**src/hw/rtl/bmprd_pkg.sv**
```systemverilog
package bmprd_pkg;

   localparam int DEPTH_CODE_W = 3;
   localparam int DIM_W        = 12;
   localparam int PIX_XY_W     = 11;
   localparam int RGB_W        = 24;
   localparam int BYTE_W       = 8;
   localparam int CSR_INDEX_W  = 2;
   localparam int CSR_DATA_W   = 12;
   localparam int COUNT_W      = 3;
   localparam int QUEUE_DEPTH  = 4;

   localparam logic [CSR_INDEX_W-1:0] REG_DEPTH_CODE   = 2'd0;
   localparam logic [CSR_INDEX_W-1:0] REG_IMAGE_WIDTH  = 2'd1;
   localparam logic [CSR_INDEX_W-1:0] REG_IMAGE_HEIGHT = 2'd2;

   localparam logic [DEPTH_CODE_W-1:0] DEPTH_1BPP  = 3'd0;
   localparam logic [DEPTH_CODE_W-1:0] DEPTH_4BPP  = 3'd1;
   localparam logic [DEPTH_CODE_W-1:0] DEPTH_8BPP  = 3'd2;
   localparam logic [DEPTH_CODE_W-1:0] DEPTH_16BPP = 3'd3;
   localparam logic [DEPTH_CODE_W-1:0] DEPTH_24BPP = 3'd4;

   localparam logic [DEPTH_CODE_W-1:0] DEPTH_RESET = DEPTH_8BPP;
   localparam logic [DIM_W-1:0]        DIM_RESET   = 12'd1;

   localparam logic REQ_PALETTE = 1'b0;
   localparam logic REQ_PIXEL   = 1'b1;

   typedef enum logic [1:0] {
      MODE_BIT1,
      MODE_NIBBLE,
      MODE_BYTE,
      MODE_DIRECT
   } pix_mode_type;

   typedef enum logic {
      ENTRY_PAL_WRITE,
      ENTRY_PIXELS
   } entry_kind_type;

   typedef struct packed {
      entry_kind_type        kind;
      pix_mode_type          mode;
      logic [BYTE_W-1:0]     code;
      logic [RGB_W-1:0]      rgb;
      logic [COUNT_W-1:0]    count_m1;
      logic [PIX_XY_W-1:0]   x;
      logic [PIX_XY_W-1:0]   y;
      logic                  done;
   } queue_entry_type;

endpackage

```
**src/hw/rtl/bmprd_queue.sv**
```systemverilog
module bmprd_queue (
   input  logic                         clock,
   input  logic                         reset,
   input  logic                         push_valid,
   input  bmprd_pkg::queue_entry_type   push_entry,
   output logic                         full,
   output logic                         head_valid,
   output bmprd_pkg::queue_entry_type   head_entry,
   input  logic                         pop
);
   import bmprd_pkg::*;

   localparam int PTR_W = $clog2(QUEUE_DEPTH);
   localparam int CNT_W = $clog2(QUEUE_DEPTH + 1);

   queue_entry_type     entries_ff [QUEUE_DEPTH];
   logic [PTR_W-1:0]    wr_ptr_ff, wr_ptr_in;
   logic [PTR_W-1:0]    rd_ptr_ff, rd_ptr_in;
   logic [CNT_W-1:0]    count_ff, count_in;
   logic                do_push;

   assign full       = count_ff == CNT_W'(QUEUE_DEPTH);
   assign head_valid = count_ff != '0;
   assign head_entry = entries_ff[rd_ptr_ff];
   assign do_push    = push_valid && !full;

   always_comb begin
      wr_ptr_in = wr_ptr_ff;
      rd_ptr_in = rd_ptr_ff;
      count_in  = count_ff;
      if (do_push) begin
         wr_ptr_in = (wr_ptr_ff == PTR_W'(QUEUE_DEPTH - 1)) ? '0 : wr_ptr_ff + PTR_W'(1);
      end
      if (pop) begin
         rd_ptr_in = (rd_ptr_ff == PTR_W'(QUEUE_DEPTH - 1)) ? '0 : rd_ptr_ff + PTR_W'(1);
      end
      if (do_push && !pop) begin
         count_in = count_ff + CNT_W'(1);
      end else if (pop && !do_push) begin
         count_in = count_ff - CNT_W'(1);
      end
   end

   always_ff @(posedge clock) begin
      if (reset) begin
         wr_ptr_ff <= '0;
         rd_ptr_ff <= '0;
         count_ff  <= '0;
      end else begin
         wr_ptr_ff <= wr_ptr_in;
         rd_ptr_ff <= rd_ptr_in;
         count_ff  <= count_in;
      end
   end

   always_ff @(posedge clock) begin
      if (do_push) begin
         entries_ff[wr_ptr_ff] <= push_entry;
      end
   end

endmodule

```
**config.mk**
```make
export PLATFORM = sky130hd
export DESIGN_NAME = bmprd_queue
export DESIGN_NICKNAME = d
export VERILOG_FILES = /design/src/hw/rtl/bmprd_pkg.sv /design/src/hw/rtl/bmprd_queue.sv
export SDC_FILE = /design/constraint.sdc
export NUM_CORES = 1
export LEC_CHECK = 0
export BUFFER_PORTS_ARGS = -buffer_cell sky130_fd_sc_hd__buf_4
export CAP_MARGIN = 20
export CORE_MARGIN = 1
export CORE_UTILIZATION = 40
export DETAILED_ROUTE_END_ITERATION = 16
export GPL_ROUTABILITY_DRIVEN = 0
export GPL_TIMING_DRIVEN = 0
export PLACE_DENSITY = 0.68
export SETUP_SLACK_MARGIN = 0.4
export SLEW_MARGIN = 5
export SYNTH_ARGS = -nofsm -noshare
export SYNTH_HDL_FRONTEND = slang
export SYNTH_SLANG_ARGS = --single-unit
```
**constraint.sdc**
```tcl
create_clock -name clock -period 2.4 [get_ports clock]
set_input_delay 0.36 -clock clock [delete_from_list [all_inputs] [get_ports clock]]
set_output_delay 0.36 -clock clock [all_outputs]
set_load 0.01 [all_outputs]
```
# Word-level counts from Yosys, hierarchy flattened
# Memory sizes are Yosys's and may differ from the RTL's. A register that Yosys moved wholly into a read port is not among the register bits.
# Index checks and enable logic that the tools add are counted.
[classes]
mux = 8
eq_ne = 3
add_sub_neg = 4
reduce_logical = 8
[op_table]
columns = ["op", "count"]
rows = [
  ["$mux 2", 4],
  ["$mux 3", 2],
  ["$add 2x1->2 const B", 2],
  ["$eq 2x2->1 const B", 2],
  ["$add 3x1->3 const B", 1],
  ["$eq 3x3->1 const B", 1],
  ["$logic_and 1x1->1", 3],
  ["$logic_not 1->1", 3],
  ["$reduce_bool 3->1", 1],
  ["$sub 3x1->3 const B", 1],
  ["$mux 1", 2],
  ["$reduce_bool 2->1", 1],
]
[word_totals]
mem_bits_rw = 244
inputBits = 65
reg_bits = 7
n_memories = 1
wordCells = 27
[memory_table]
columns = ["name", "words", "width", "read_ports", "rd_clocked_by_memory_dff", "wr", "line", "rtl"]
rows = [
  ["entries_ff", 4, 61, 1, 1, 1, "bmprd_queue.sv:16", "queue_entry_type entries_ff [QUEUE_DEPTH];"],
]

# Longest topological paths before layout
[depth]
depth_word = 7
ltp_mapped = 10
mapped_depth_nobuf = 9

# Worst setup path after synthesis
# OpenSTA, ideal clock, no wires.
[synth_path]
path_kind = "register to register"
startpoint = "reg count_ff[0]"
endpoint = "reg count_ff[2]"
stages_incl_launch_ff = 11
arrival_time_ps = 2071
required_ps = 2330
slack_ps = 259
synth_period_minus_slack_ps = 2141
cell_sequence = "dfxtp_1 > or3b_1 > buf_6 > clkinv_4 > nor2_2 > ha_1 > inv_1 > fa_1 > xor2_1 > or3_2 > a21oi_1"
[synth_between]
elab_chain_cells = 6
word_cells_on_any_way = 11
[synth_rtl]
columns = ["element", "line", "rtl"]
rows = [
  ["start: declaration", "bmprd_queue.sv:19", "logic [CNT_W-1:0] count_ff, count_in;"],
  ["start signal: assignment", "bmprd_queue.sv:52", "count_ff <= count_in;"],
  ["$eq 3x3->1 *", "bmprd_queue.sv:22", "assign full = count_ff == CNT_W'(QUEUE_DEPTH);"],
  ["via full", "bmprd_queue.sv:6", "output logic full,"],
  ["$logic_not 1->1 *", "bmprd_queue.sv:25", "assign do_push = push_valid && !full;"],
  ["$logic_and 1x1->1 *", "bmprd_queue.sv:25", ""],
  ["via do_push", "bmprd_queue.sv:20", "logic do_push;"],
  ["$logic_not 1->1", "bmprd_queue.sv:39", "end else if (pop && !do_push) begin"],
  ["$logic_and 1x1->1", "bmprd_queue.sv:39", ""],
  ["$reduce_bool 2->1 (no source line)", "-", ""],
]
# Mark *: on every way through the listed nets, which the timed path passes. The rest lies on a longest branch. The select of a mux whose other input is x is not followed.
# A chain may end at the register's enable or synchronous reset.

==> impl_metrics.env <==
export IMPL_detail_route_vias_per_cell=5.121
export IMPL_design_die_area_sq_mm=0.02387
export IMPL_post_dp_hpwl_um=10640
export IMPL_final_antenna_net_count=0
export IMPL_avgRoutedWirePerCell_um=20.85
export IMPL_worstSkewPairLatency_ns=0.51
export IMPL_required_time_reported_for_the_critical_path_endpoint_ns=2.04
export IMPL_final_cell_mix="edfxtp_1 (244), buf_4 (71), buf_6 (66)"
export IMPL_cts_h_tree_lvls=1
export IMPL_vias=4317
export IMPL_postRouteWirelength_um=17580
export IMPL_post_synth_inst_count=369
export IMPL_report_final_hold_viol_count=0
export IMPL_syn_to_final_growth_pct=30.02
export IMPL_worst_slew_margin_rel_pct=69.58
export IMPL_antenna_found_initial=0
export IMPL_synthesis_area_sq_mm=0.009304
export IMPL_stdcell_area_sq_mm=0.01210
export IMPL_insertedDiodeCount=0
export IMPL_ctsHoldBuffers=0
export IMPL_layout_filler_cells=1753
export IMPL_floorplan_die_height_um=154.5
export IMPL_cts_buffers_inserted=26
export IMPL_finalMaxSlewViolations=0
export IMPL_total_leakage_power_nw=4.124
export IMPL_cp_data_arrival_time_ns=1.87
export IMPL_num_rows=55
export IMPL_floorplan_initialDensity_pct=40.97
export IMPL_multiInputGateArea_sq_mm=0.001690
export IMPL_period_utilisation_layout_pct=92.88
export IMPL_total_power_w=0.01095
export IMPL_drcViolationCount=0
export IMPL_grt_start_max_net_pins=40
export IMPL_vias_in_the_first_global_route=4647
export IMPL_drt_pass1_iterations=4
export IMPL_worst_hold_slack_ns=0.04421
export IMPL_mostFrequentLayoutCell="edfxtp_1"
export IMPL_numPortBuffers=126
export IMPL_setup_viol_count_final=0
export IMPL_yosys_area_top_type="edfxtp_1"
export IMPL_num_nets_final=611
export IMPL_post_route_util_pct=53.27
export IMPL_dr_first_iter_drc_count=208
export IMPL_grt_pass1_wl_um=26200
export IMPL_max_slew_worst_pin_slew_ns=0.4563
export IMPL_max_vdd_drop_v=0.0005546
export IMPL_finalClockSkew_ns=0.01138
export IMPL_fp_dieW_um=154.5
export IMPL_status="finished clean"
export IMPL_synth_yosys_seq_area_share_pct=80.69
export IMPL_power_density_mw_per_mm2=905.0
export IMPL_distinct_cell_type_count_of_the_synthesized_netlist=24
export IMPL_placed_cell_area_sq_mm=0.01073
export IMPL_ioPinCount=128
export IMPL_endpoint_kind="output port"
export IMPL_fmax_ghz=0.4486
export IMPL_yosys_area_top_type_share_pct=78.75
export IMPL_clock_tree_root_cell="clkbuf_16"
export IMPL_setup_tns_final_ns=0
export IMPL_maxCapViolations=0
export IMPL_tritoncts="yes"
export IMPL_unrepaired_setup_endpoints_after_global_routing="yes"
export IMPL_cts_sink_count=253
export IMPL_clock_path_buffers=3
export IMPL_crit_type="reg -> out"
export IMPL_regArea_sq_mm=0.007516
export IMPL_finalWorstPathRequiredPeriod_ns=2.229
export IMPL_clkSlewWorstSetupHoldPaths_ns=0.06
export IMPL_synth_top_cells_by_area="edfxtp_1 (79%), mux4_2 (15%), dfxtp_1 (1.9%)"
export IMPL_worst_setup_path_start_kind="register"
export IMPL_core_area_sq_mm=0.02271
export IMPL_global_route_overflow_total=0
export IMPL_critPathMaxFanout=8
export IMPL_synth_area_per_cell_sq_um=25.21
export IMPL_synth_yosys_warnings=0
export IMPL_min_delay_path_class="in -> reg"
export IMPL_drive_gt1_share_pct=48.03
export IMPL_register_bit_count_reported_by_yosys=253
export IMPL_synth_net_count=441
export IMPL_global_route_usage_total_pct=14.64
-- cell families (layout without fill, tap and decap cells) --
kind of cell	count (synthesis)	in the layout	synth area share, %
AO/OA/AOI/OAI	6	6	0.4033
buffers and inverters	22	210	1.668
adder cells (fa/ha/maj)	7	7	1.022
flip-flops	253	253	80.69
XOR/XNOR	2	2	0.1883
AND/OR/NAND/NOR	16	17	1.049
multiplexers	63	63	14.98
-- per-stage QoR --
step	worst slack, ns	std cells
after floorplan	0.4371	369
after global placement	-0.05197	780
after detailed placement	0.3058	784
after CTS	0.1042	834
after global routing	0.09781	843
final	0.1708	843
-- synthesized netlist by cell type --
cell type,instances
xor2_1,2
fa_1,1
nor3_1,1
edfxtp_1,244
or3_2,2
nand3_1,2
a21oi_1,3
o21ai_1,1
mux2i_1,2
clkinv_4,1
nor2_1,4
and3_2,4
buf_2,6
nor2_2,1
o21ai_0,1
mux4_2,61
inv_1,5
clkbuf_1,2
dfxtp_1,9
ha_1,6
nor3b_1,1
or3b_1,1
o31ai_2,1
buf_6,8
-- area by class of cell --
cell class | count | share of cell area (%)
repair buffers | 141 | 12.18
well taps | 285 | 2.948
plain buffers | 16 | 1.789
multi-input cells | 95 | 13.97
clock inverters | 12 | 0.9102
clock buffers | 35 | 5.834
flip-flops and latches | 253 | 62.13
inverters | 6 | 0.2276
-- flip-flops by register name, indices dropped and copies added (netlist names), named ones only --
signal,flops
rd_ptr_ff,2
wr_ptr_ff,2
entries_ff,244
count_ff,3
-- metal layers --
metal | routed length, um | global-route usage (%) | vias up
li1 | - | - | 1917
met1 | 7273 | 18.39 | 2261
met2 | 9170 | 25.92 | 110
met3 | 836 | 2.970 | 29
met4 | 298 | 3.866 | 0
met5 | 0 | 0 | -
-- final timing paths --
check | start | endpoint | slack, ns | depth (start not counted)
worst max register to register | count_ff[2] | count_ff[2] | 0.35 | 10
worst max-delay path | register | head_entry[1] | 0.17 | 4
worst min register to register | count_ff[2] | count_ff[2] | 0.52 | 2
worst min-delay path | push_entry[29] | entries_ff[1][29] | 0.04 | 1
-- report_power, final --
part / switching (W) / internal (W) / total, W
combinational: 0.000811 / 0.000959 / 0.00177
clock: 0.00152 / 0.00227 / 0.00379
sequential: 0.0000981 / 0.00529 / 0.00539
-- repair_timing --
action / CTS / global route
gates resized for setup: 32 / 61
endpoints found under the setup margin: 62 / 70
endpoints found under the hold margin: 0 / 0
pin swaps: 1 / 1
gates cloned: 1 / 7
setup buffers: 2 / 2
-- critical path, cell delays in order, from the launching register on --
cell	delay [ns]
dfxtp_4	0.37
buf_12	0.17
clkbuf_16	0.17
mux4_2	0.51
buf_6	0.14
Note: power is estimated with default switching activity, not from simulation.
