==> src/hw/rtl/bmprd_pkg.sv <==
package bmprd_pkg;

   localparam int DEPTH_CODE_W = 3;
   localparam int DIM_W        = 12;
   localparam int PIX_XY_W     = 11;
   localparam int RGB_W        = 24;
   localparam int BYTE_W       = 8;
   localparam int CSR_INDEX_W  = 2;
   localparam int CSR_DATA_W   = 12;
   localparam int COUNT_W      = 3;
   localparam int QUEUE_DEPTH  = 4;

   localparam logic [CSR_INDEX_W-1:0] REG_DEPTH_CODE   = 2'd0;
   localparam logic [CSR_INDEX_W-1:0] REG_IMAGE_WIDTH  = 2'd1;
   localparam logic [CSR_INDEX_W-1:0] REG_IMAGE_HEIGHT = 2'd2;

   localparam logic [DEPTH_CODE_W-1:0] DEPTH_1BPP  = 3'd0;
   localparam logic [DEPTH_CODE_W-1:0] DEPTH_4BPP  = 3'd1;
   localparam logic [DEPTH_CODE_W-1:0] DEPTH_8BPP  = 3'd2;
   localparam logic [DEPTH_CODE_W-1:0] DEPTH_16BPP = 3'd3;
   localparam logic [DEPTH_CODE_W-1:0] DEPTH_24BPP = 3'd4;

   localparam logic [DEPTH_CODE_W-1:0] DEPTH_RESET = DEPTH_8BPP;
   localparam logic [DIM_W-1:0]        DIM_RESET   = 12'd1;

   localparam logic REQ_PALETTE = 1'b0;
   localparam logic REQ_PIXEL   = 1'b1;

   typedef enum logic [1:0] {
      MODE_BIT1,
      MODE_NIBBLE,
      MODE_BYTE,
      MODE_DIRECT
   } pix_mode_type;

   typedef enum logic {
      ENTRY_PAL_WRITE,
      ENTRY_PIXELS
   } entry_kind_type;

   typedef struct packed {
      entry_kind_type        kind;
      pix_mode_type          mode;
      logic [BYTE_W-1:0]     code;
      logic [RGB_W-1:0]      rgb;
      logic [COUNT_W-1:0]    count_m1;
      logic [PIX_XY_W-1:0]   x;
      logic [PIX_XY_W-1:0]   y;
      logic                  done;
   } queue_entry_type;

endpackage

==> src/hw/rtl/bmprd_req_if.sv <==
interface bmprd_req_if;
   logic                          valid;
   logic                          ready;
   logic                          req_type;
   logic [bmprd_pkg::BYTE_W-1:0]  palette_index;
   logic [bmprd_pkg::RGB_W-1:0]   palette_rgb;
   logic [bmprd_pkg::BYTE_W-1:0]  data_byte;

   modport source (output valid, output req_type, output palette_index,
                   output palette_rgb, output data_byte, input ready);
   modport sink (input valid, input req_type, input palette_index,
                 input palette_rgb, input data_byte, output ready);
endinterface

==> src/hw/rtl/bmprd_csr_if.sv <==
interface bmprd_csr_if;
   logic                               valid;
   logic                               ready;
   logic [bmprd_pkg::CSR_INDEX_W-1:0]  index;
   logic [bmprd_pkg::CSR_DATA_W-1:0]   wdata;

   modport source (output valid, output index, output wdata, input ready);
   modport sink (input valid, input index, input wdata, output ready);
endinterface

==> src/hw/rtl/bmprd_front.sv <==
module bmprd_front #(
   parameter int MAX_WIDTH  = 2048,
   parameter int MAX_HEIGHT = 2048
) (
   input  logic                         clock,
   input  logic                         reset,
   bmprd_req_if.sink                    req_chan,
   bmprd_csr_if.sink                    csr_chan,
   output logic                         push_valid,
   output bmprd_pkg::queue_entry_type   push_entry,
   input  logic                         queue_full
);
   import bmprd_pkg::*;

   localparam int WW            = $clog2(MAX_WIDTH + 1);
   localparam int HW            = $clog2(MAX_HEIGHT + 1);
   localparam int ROWW          = $clog2(MAX_HEIGHT);
   localparam int WCMP          = (WW > DIM_W) ? WW : DIM_W;
   localparam int HCMP          = (HW > DIM_W) ? HW : DIM_W;
   localparam int BITS_W        = $clog2(MAX_WIDTH * 24 + 32) + 1;
   localparam int MAX_ROW_BYTES = ((MAX_WIDTH * 24 + 31) / 32) * 4;
   localparam int RBW           = $clog2(MAX_ROW_BYTES);
   localparam int PW            = 16;

   localparam logic [1:0] PHASE_0 = 2'd0;
   localparam logic [1:0] PHASE_1 = 2'd1;
   localparam logic [1:0] PHASE_2 = 2'd2;

   function automatic logic [7:0] widen5(input logic [4:0] v);
      widen5 = {v, v[4:2]};
   endfunction

   function automatic logic [7:0] widen6(input logic [5:0] v);
      widen6 = {v, v[5:4]};
   endfunction

   logic [DEPTH_CODE_W-1:0] depth_ff, depth_in;
   logic [DIM_W-1:0]        width_ff, width_in;
   logic [DIM_W-1:0]        height_ff, height_in;
   logic [RBW-1:0]          row_byte_ff, row_byte_in;
   logic [WW-1:0]           col_ff, col_in;
   logic [ROWW-1:0]         frow_ff, frow_in;
   logic [PW-1:0]           partial_ff, partial_in;
   logic [1:0]              phase_ff, phase_in;

   logic                    accept;
   logic                    cfg_write;
   logic [WW-1:0]           w;
   logic [HW-1:0]           h;
   logic [BITS_W-1:0]       w_ext;
   logic [BITS_W-1:0]       bits;
   logic [BITS_W-1:0]       row_bytes;
   logic                    row_end;
   logic                    depth_ok;
   logic                    col_live;
   logic [WW-1:0]           avail;
   logic [COUNT_W:0]        n;
   logic [WW-1:0]           col_sum;
   logic                    last_row;
   logic                    done;
   logic [HW-1:0]           y_full;
   logic [15:0]             raw565;
   logic [RGB_W-1:0]        direct_rgb;
   pix_mode_type            mode;
   logic [BYTE_W-1:0]       b;

   assign accept          = req_chan.valid && req_chan.ready;
   assign req_chan.ready  = !queue_full;
   assign csr_chan.ready  = 1'b1;
   assign cfg_write       = csr_chan.valid && csr_chan.ready;
   assign b               = req_chan.data_byte;

   always_comb begin
      depth_in  = depth_ff;
      width_in  = width_ff;
      height_in = height_ff;
      if (cfg_write) begin
         case (csr_chan.index)
            REG_DEPTH_CODE: begin
               depth_in = csr_chan.wdata[DEPTH_CODE_W-1:0];
            end
            REG_IMAGE_WIDTH: begin
               width_in = csr_chan.wdata[DIM_W-1:0];
            end
            REG_IMAGE_HEIGHT: begin
               height_in = csr_chan.wdata[DIM_W-1:0];
            end
            default: begin
            end
         endcase
      end
   end

   always_comb begin
      if (width_ff == '0) begin
         w = WW'(1);
      end else if (WCMP'(width_ff) > WCMP'(MAX_WIDTH)) begin
         w = WW'(MAX_WIDTH);
      end else begin
         w = WW'(width_ff);
      end
      if (height_ff == '0) begin
         h = HW'(1);
      end else if (HCMP'(height_ff) > HCMP'(MAX_HEIGHT)) begin
         h = HW'(MAX_HEIGHT);
      end else begin
         h = HW'(height_ff);
      end
   end

   always_comb begin
      w_ext = BITS_W'(w);
      case (depth_ff)
         DEPTH_1BPP:  bits = w_ext;
         DEPTH_4BPP:  bits = w_ext << 2;
         DEPTH_8BPP:  bits = w_ext << 3;
         DEPTH_16BPP: bits = w_ext << 4;
         DEPTH_24BPP: bits = (w_ext << 4) + (w_ext << 3);
         default:     bits = '0;
      endcase
      row_bytes = ((bits + BITS_W'(31)) >> 5) << 2;
      row_end   = (BITS_W'(row_byte_ff) + BITS_W'(1)) >= row_bytes;
   end

   always_comb begin
      depth_ok = depth_ff <= DEPTH_24BPP;
      col_live = col_ff < w;
      avail    = w - col_ff;
      raw565   = {b, partial_ff[7:0]};
      case (depth_ff)
         DEPTH_1BPP: begin
            n    = (avail >= WW'(8)) ? (COUNT_W+1)'(8) : (COUNT_W+1)'(avail);
            mode = MODE_BIT1;
         end
         DEPTH_4BPP: begin
            n    = (avail >= WW'(2)) ? (COUNT_W+1)'(2) : (COUNT_W+1)'(1);
            mode = MODE_NIBBLE;
         end
         DEPTH_8BPP: begin
            n    = (COUNT_W+1)'(1);
            mode = MODE_BYTE;
         end
         DEPTH_16BPP: begin
            n    = (phase_ff == PHASE_0) ? '0 : (COUNT_W+1)'(1);
            mode = MODE_DIRECT;
         end
         DEPTH_24BPP: begin
            n    = (phase_ff == PHASE_0 || phase_ff == PHASE_1) ? '0 : (COUNT_W+1)'(1);
            mode = MODE_DIRECT;
         end
         default: begin
            n    = '0;
            mode = MODE_BYTE;
         end
      endcase
      if (depth_ff == DEPTH_16BPP) begin
         direct_rgb = {widen5(raw565[15:11]), widen6(raw565[10:5]), widen5(raw565[4:0])};
      end else begin
         direct_rgb = {b, partial_ff};
      end
      col_sum  = col_ff + WW'(n);
      last_row = ((HW+1)'(frow_ff) + (HW+1)'(1)) >= (HW+1)'(h);
      done     = (col_sum == w) && last_row;
      if (HW'(frow_ff) < h) begin
         y_full = h - HW'(1) - HW'(frow_ff);
      end else begin
         y_full = '0;
      end
   end

   always_comb begin
      row_byte_in = row_byte_ff;
      col_in      = col_ff;
      frow_in     = frow_ff;
      partial_in  = partial_ff;
      phase_in    = phase_ff;
      if (accept && req_chan.req_type == REQ_PIXEL && depth_ok) begin
         if (col_live) begin
            col_in = col_sum;
            case (depth_ff)
               DEPTH_16BPP: begin
                  if (phase_ff == PHASE_0) begin
                     partial_in = PW'(b);
                     phase_in   = PHASE_1;
                  end else begin
                     phase_in = PHASE_0;
                  end
               end
               DEPTH_24BPP: begin
                  if (phase_ff == PHASE_0) begin
                     partial_in = PW'(b);
                     phase_in   = PHASE_1;
                  end else if (phase_ff == PHASE_1) begin
                     partial_in = {b, partial_ff[7:0]};
                     phase_in   = PHASE_2;
                  end else begin
                     phase_in = PHASE_0;
                  end
               end
               default: begin
               end
            endcase
         end
         if (row_end) begin
            row_byte_in = '0;
            col_in      = '0;
            phase_in    = PHASE_0;
            partial_in  = '0;
            frow_in     = last_row ? '0 : frow_ff + ROWW'(1);
         end else begin
            row_byte_in = row_byte_ff + RBW'(1);
         end
      end
   end

   always_comb begin
      push_valid = accept && (req_chan.req_type == REQ_PALETTE ||
                              (depth_ok && col_live && n != '0));
      if (req_chan.req_type == REQ_PALETTE) begin
         push_entry.kind = ENTRY_PAL_WRITE;
         push_entry.code = req_chan.palette_index;
         push_entry.rgb  = req_chan.palette_rgb;
      end else begin
         push_entry.kind = ENTRY_PIXELS;
         push_entry.code = b;
         push_entry.rgb  = direct_rgb;
      end
      push_entry.mode     = mode;
      push_entry.count_m1 = COUNT_W'(n - (COUNT_W+1)'(1));
      push_entry.x        = PIX_XY_W'(col_ff);
      push_entry.y        = PIX_XY_W'(y_full);
      push_entry.done     = done;
   end

   always_ff @(posedge clock) begin
      if (reset) begin
         depth_ff    <= DEPTH_RESET;
         width_ff    <= DIM_RESET;
         height_ff   <= DIM_RESET;
         row_byte_ff <= '0;
         col_ff      <= '0;
         frow_ff     <= '0;
         partial_ff  <= '0;
         phase_ff    <= PHASE_0;
      end else begin
         depth_ff    <= depth_in;
         width_ff    <= width_in;
         height_ff   <= height_in;
         row_byte_ff <= row_byte_in;
         col_ff      <= col_in;
         frow_ff     <= frow_in;
         partial_ff  <= partial_in;
         phase_ff    <= phase_in;
      end
   end

endmodule

==> src/flat_wrapper.sv <==
// flat-port wrapper written by rule: the top's interface ports become plain ports
module bmprd_front_flat import bmprd_pkg::*;
#(
   parameter int MAX_WIDTH  = 2048,
   parameter int MAX_HEIGHT = 2048
)
  (clock, reset, push_valid, push_entry, queue_full, req_chan_valid, req_chan_req_type, req_chan_palette_index, req_chan_palette_rgb, req_chan_data_byte, req_chan_ready, csr_chan_valid, csr_chan_index, csr_chan_wdata, csr_chan_ready);
  bmprd_req_if req_chan_i ();
  bmprd_csr_if csr_chan_i ();
  input  logic clock;
  input  logic reset;
  output logic push_valid;
  output bmprd_pkg::queue_entry_type push_entry;
  input  logic queue_full;
  input wire logic [$bits(req_chan_i.valid)-1:0] req_chan_valid;
  input wire logic [$bits(req_chan_i.req_type)-1:0] req_chan_req_type;
  input wire logic [$bits(req_chan_i.palette_index)-1:0] req_chan_palette_index;
  input wire logic [$bits(req_chan_i.palette_rgb)-1:0] req_chan_palette_rgb;
  input wire logic [$bits(req_chan_i.data_byte)-1:0] req_chan_data_byte;
  output wire logic [$bits(req_chan_i.ready)-1:0] req_chan_ready;
  input wire logic [$bits(csr_chan_i.valid)-1:0] csr_chan_valid;
  input wire logic [$bits(csr_chan_i.index)-1:0] csr_chan_index;
  input wire logic [$bits(csr_chan_i.wdata)-1:0] csr_chan_wdata;
  output wire logic [$bits(csr_chan_i.ready)-1:0] csr_chan_ready;
  assign req_chan_i.valid = req_chan_valid;
  assign req_chan_i.req_type = req_chan_req_type;
  assign req_chan_i.palette_index = req_chan_palette_index;
  assign req_chan_i.palette_rgb = req_chan_palette_rgb;
  assign req_chan_i.data_byte = req_chan_data_byte;
  assign req_chan_ready = req_chan_i.ready;
  assign csr_chan_i.valid = csr_chan_valid;
  assign csr_chan_i.index = csr_chan_index;
  assign csr_chan_i.wdata = csr_chan_wdata;
  assign csr_chan_ready = csr_chan_i.ready;
  bmprd_front #(.MAX_WIDTH(MAX_WIDTH), .MAX_HEIGHT(MAX_HEIGHT)) u_core (.clock(clock), .reset(reset), .req_chan(req_chan_i), .csr_chan(csr_chan_i), .push_valid(push_valid), .push_entry(push_entry), .queue_full(queue_full));
endmodule
==> config.mk <==
export PLATFORM = sky130hd
export DESIGN_NAME = bmprd_front_flat
export DESIGN_NICKNAME = d
export VERILOG_FILES = /design/src/hw/rtl/bmprd_pkg.sv /design/src/hw/rtl/bmprd_req_if.sv /design/src/hw/rtl/bmprd_csr_if.sv /design/src/hw/rtl/bmprd_front.sv /design/src/flat_wrapper.sv
export SDC_FILE = /design/constraint.sdc
export NUM_CORES = 1
export LEC_CHECK = 0
export BUFFER_PORTS_ARGS = -buffer_cell sky130_fd_sc_hd__buf_2
export CAP_MARGIN = 25
export CORE_ASPECT_RATIO = 1.2
export CORE_MARGIN = 2
export CORE_UTILIZATION = 40
export CTS_CLUSTER_DIAMETER = 60
export DETAILED_ROUTE_END_ITERATION = 10
export PLACE_DENSITY_LB_ADDON = 0.15
export SLEW_MARGIN = 20
export SYNTH_ARGS = -nofsm -noshare
export SYNTH_HDL_FRONTEND = slang
export SYNTH_SLANG_ARGS = --single-unit
==> constraint.sdc <==
create_clock -name clock -period 6.98 [get_ports clock]
set_input_delay 1.745 -clock clock [delete_from_list [all_inputs] [get_ports clock]]
set_output_delay 1.745 -clock clock [all_outputs]
set_load 0.02 [all_outputs]
Word level (Yosys, flattened, before mapping)
Cells that the tools add are included.
Operators by class
  $add $sub $neg: 11
  $lt $le $gt $ge: 9
  eq/ne operators: 11
  multiplexer cells: 31
  bitwise gates (word level): 1
  reductions and logical operators: 27
Operators by type and width (count)
  $pmux 17 s5: 1
  $mux 16: 5
  $mux 12: 6
  $mux 32: 1
  $pmux 16 s2: 1
  $gt 12x12->1 const B: 2
  $logic_not 12->1: 2
  $mux 11: 2
  $pmux 4 s5: 1
  $mux 19: 1
  $add 16x15->17: 1
  $add 17x5->17 const B: 1
  $ge 17x14->1: 1
  $add 13x1->14 const B: 1
  $add 13x1->13 const B: 1
  $mux 13: 1
  $add 11x1->12 const B: 1
  $add 12x4->12: 1
  $eq 12x12->1: 1
  $ge 12x12->1: 1
  $ge 12x2->1 const B: 1
  $ge 12x4->1 const B: 1
  $lt 11x12->1: 1
  $lt 12x12->1: 1
  31 further kinds: 54
Word-level totals
  register bits after elaboration: 81
  input bits: 60
  logic and storage cells: 99

Depth between registers and ports, before layout
  word-level depth: 11
  gate-level depth with buffers: 26
  depth with buffers taken out: 24

Worst setup path after synthesis
Ideal clock, no wire load.
  path kind: register -> output
  start point: reg u_core.width_ff[0]
  end point: out push_entry[0] (netlist name)
  arrival time: 5828 ps
  required time: 5235 ps
  slack: -593 ps
  cell stages (with the launch flop): 26
  cells stage by stage: dfxtp_1 > or4_4 > o41ai_4 > inv_1 > ha_1 > fa_1 > nor2_1 > a211oi_2 > o311ai_2 > a21boi_1 > mux2i_1 > nor4_2 > a311oi_1 > inv_1 > ha_1 > inv_1 > fa_1 > inv_1 > a21o_1 > a21oi_1 > nand2b_1 > nor2_1 > xnor2_1 > mux2_2 > nor4_1 > buf_4
On the way
  word-level cells in the longest chain between the ends: 10
  elaborated cells between the ends (all ways): 13
  those cells by class: add/sub: 2; order compare: 3; eq/ne: 1; mux: 5; reduce/logical: 2
RTL lines
  start, declared: line bmprd_front.sv:38  | logic [DIM_W-1:0] width_ff, width_in;
  start signal, assigned: line bmprd_front.sv:247  | width_ff <= width_in;
  $gt 12x12->1: line bmprd_front.sv:97  | end else if (WCMP'(width_ff) > WCMP'(MAX_WIDTH)) begin
  $mux 12: line bmprd_front.sv:97
  $mux 12 *: line bmprd_front.sv:95  | if (width_ff == '0) begin
  $sub 12x12->12: line bmprd_front.sv:128  | avail = w - col_ff;
  $ge 12x2->1 or $ge 12x4->1 (tied branches): line bmprd_front.sv:136, bmprd_front.sv:132
  $mux 2 or $mux 4 (tied branches): line bmprd_front.sv:136, bmprd_front.sv:132
  $pmux 4 s5: line bmprd_front.sv:130  | case (depth_ff)
  $add 12x4->12: line bmprd_front.sv:161  | col_sum = col_ff + WW'(n);
  $eq 12x12->1 *: line bmprd_front.sv:163  | done = (col_sum == w) && last_row;
  $logic_and 1x1->1 *: line bmprd_front.sv:163
  end, declared: line flat_wrapper.sv:13  | output bmprd_pkg::queue_entry_type push_entry;
Mark *: on every way between the ends. The rest lies on a longest branch, timed or not.

==> results.md <==
- Worst slew margin: 39.4%
- DP Cell Count: between 1000 and 1500
- Final worst path period need: between 7 and 8 ns
- Diode count: 0
- Post-DP HPWL: 19000 um
- Wire per inst: 16.5 um
- Yosys warns: 0
- Compound-Gate Fraction of Synth Area: 24.9%
- Share of layout cells above drive strength 1: 21.4%
- Hold_ws: 0.474 ns
- GR Util All Layers: 23.2%
- Final WL: 24500 um
- Class of the worst hold path: flop to flop
- Skew-Pair Late Insertion Delay: 0.36 ns
- Post-synthesis mux area share: 3.29%
- Hold Vio Cnt, Final: 0
- Maximum clock rate: 130 MHz
- Clk slew on worst S/H paths: about 0.070 ns
- XOR/XNOR Fraction of Synth Area: around 6.3%
- Root buf cell: clkbuf_16
- Starting density of the core: 40.9%
- Crit path kind: flop to output pin
- Failing checks: negative setup slack
- Final Max Slew Viols: 0
- Iteration-0 DRC Markers: 534
- ANT nets after route: 0
- PortBufs: 122
- Congestion Overflow GR: 0
- CTS Sinks: 81
- Synth cell types: 91
- Clk buf depth: 2
- Worst EP arrival: 5.97 ns
- Cells after Synth: 1080
- Post-Syn Area per Cell: 7.44 um2
- Post-synthesis sequential area ratio: 20.2%
- Pwr dens: 144 nW/um2
- Layout area overhead: 19.2%
- Status: complete, but fails checks
- Final Wtd Congestion: 0.877
- Final Setup Violations: 1
- Post-synth ARST share: 0%
- Mapped Area: between 8000 and 9000 um2
- Largest family of logic cells by synthesized area: simple AND/OR/NAND/NOR gates
- Final non-filler cell total: 1488
- Required time worst endpoint: 5.24 ns
- Crit-path max FO: 3
- Leak: 4.22 nW
- Core Rows: 56
- Post-route setup slack: -0.732 ns
- Crit. End Element: output pin
- Period utilization: 110%
- Synth Net Count: 1218
- Die span in y: around 160 um
- Core footprint: 19600 um2
- Initial antenna violation count: 0
- DRC violations left: 0
- End-of-flow core utilization: a little under 50%
- Vias in the first global route: roughly 8000
- CP Launch Type: flop
- Max-cap violations: 0
- Largest net degree at the start of global routing: 61
- EDFF count, synth: 0
- Simple-Gate Fraction of Synth Area: 25.0%
- Number of vias per cell: between 5 and 6
- CTS tree: built
- Die width: 133 um
- Setup Skew: 0.0125 ns
- Adder-cell share of the synthesized area: 12.5%
- First-pass GRT wire length: 40400 um
- Boundary pin count: around 120
- Total number of vias: 8243
- Main synth FF type: dfxtp_1
- Nets: 1360
- Flops & latches, synth: just over 80
- Die Area: 21200 um2
- H-tree levels: 3
- Worst slew pin tran: 0.909 ns
- TritonRoute pass-1 iters: 5
- Num CTS Buffers: 9
- Peak supply drop: 106 uV
- RSZ-0062 raised after global routing: true
-- cell usage after synthesis, drive strengths merged (9+ instances only) --
| cell | number | share of area [%] |
|---|---|---|
| and3 | 12 | 0.93 |
| nor2b | 22 | 1.7 |
| o21ai | 58 | 3.6 |
| nand2 | 140 | 6.5 |
| a31oi | 14 | 1.1 |
| a21oi | 102 | 6.4 |
| nand3 | 37 | 2.3 |
| nand4 | 9 | 0.89 |
| a21o | 17 | 1.6 |
| nor2 | 85 | 4.1 |
| xor2 | 15 | 1.6 |
| inv | 72 | 3.4 |
| and2 | 12 | 0.93 |
| a211oi | 9 | 0.90 |
| o21a | 11 | 1.0 |
| nand2b | 17 | 1.3 |
| buf | 18 | 1.6 |
| mux2i | 11 | 1.4 |
| or3 | 11 | 0.92 |
| nor3 | 26 | 1.7 |
| xnor2 | 43 | 4.7 |
| dfxtp | 81 | 20 |
| clkbuf | 44 | 2.7 |
| a22o | 19 | 2.1 |
| ha | 74 | 12 |
-- state kept, by name, summed over array words and instances (netlist names) --
name / flops
u_core.row_byte_ff: 13
u_core.col_ff: 12
u_core.depth_ff: 3
u_core.height_ff: 12
u_core.frow_ff: 11
u_core.partial_ff: 16
u_core.phase_ff: 2
u_core.width_ff: 12
-- report_power, final --
part	internal, W	total (W)	switching [W]
logic	0.000154	0.000385	0.000231
clock network	0.000291	0.000516	0.000225
registers	0.000469	0.000475	0.00000675
-- stage by stage --
stage	TNS, ns	worst slack [ns]	total power, W	instance area (um2)
3_5_place_dp	-0.389	-0.389	0.000860	9220
2_1_floorplan	-0.261	-0.261	0.000735	8090
4_1_cts	-0.738	-0.738	0.00138	9530
5_1_grt	-0.991	-0.991	0.00144	9570
6_report	-0.732	-0.732	0.00138	9570
3_3_place_gp	-0.337	-0.337	0.000858	9210
-- routing by layer --
layer / track usage [%] / part of all wire, %
met4: 6.38 / 1.9
met5: 0 / 0
met3: 3.09 / 4.8
met2: 38.8 / 48
met1: 31.2 / 46
-- path summary, 6_finish.rpt --
| check | start | to | slack (ns) | depth (start not counted) |
|---|---|---|---|---|
| setup reg to reg | u_core.width_ff[3] | u_core.partial_ff[10] | 0.67 | 20 |
| setup / recovery | u_core.width_ff[3] | push_entry[0] | -0.73 | 23 |
| hold reg to reg | u_core.height_ff[0] | u_core.height_ff[0] | 0.47 | 2 |
| hold / removal | u_core.height_ff[0] | u_core.height_ff[0] | 0.47 | 2 |
-- critical path, stage by stage, from the launching register on --
cell and delay, ns:
dfxtp_1 0.31, or4_4 0.55, o41ai_4 0.43, inv_1 0.09
ha_2 0.19, fa_2 0.37, nand2_1 0.09, a211oi_2 0.09
o31a_1 0.24, a2111o_1 0.33, nor4_4 0.31, buf_4 0.15
nand2_1 0.06, a32o_1 0.23, ha_1 0.28, a21o_1 0.13
a21o_1 0.15, a21oi_2 0.08, or4_4 0.54, xnor2_2 0.16
mux2i_1 0.12, mux2_4 0.30, nor4_4 0.21, buf_4 0.18
-- placed cells by master, fill, tap and decap left out, types with 12 or more instances in the layout --
cell type / netlist / routed
a21o_1: 16 / 16
a21oi_1: 102 / 100
a22o_1: 18 / 18
a31oi_1: 14 / 14
and3_1: 12 / 12
buf_2: 0 / 121
buf_4: 14 / 71
dfxtp_1: 81 / 81
ha_1: 74 / 73
inv_1: 71 / 71
nand2_1: 140 / 140
nand2b_1: 17 / 16
nand3_1: 37 / 37
nor2_1: 84 / 82
nor2b_1: 22 / 22
nor3_1: 25 / 24
o21ai_0: 52 / 52
xnor2_1: 43 / 42
xor2_1: 15 / 15
-- kinds of logic after synthesis --
logic type	after synthesis
AOI/OAI and AO/OA	301
xor gates and xnor gates	58
adders and majority gates	78
buffers and inverters	134
DFF	81
muxes	21
other	1
and+or+nand+nor	406
-- cell type report --
| type | count | area, um2 |
|---|---|---|
| fillers | 2057 | 10000 |
| multi-input cells | 865 | 5890 |
| flip-flops and latches | 81 | 1620 |
| repair buffers | 193 | 1160 |
| well taps | 261 | 327 |
| inverters | 72 | 273 |
| clock buffers | 11 | 243 |
| clock inverters | 5 | 61.3 |
-- what timing repair did --
action | 4_1_cts | 5_1_grt
cloned | 0 | 0
setup endpoints to repair | 1 | 1
setup buffers | 0 | 2
pin swaps | 3 | 6
hold buffers | 0 | 0
resized for setup | 1 | 5
Note: power is estimated with default switching activity, not from simulation.
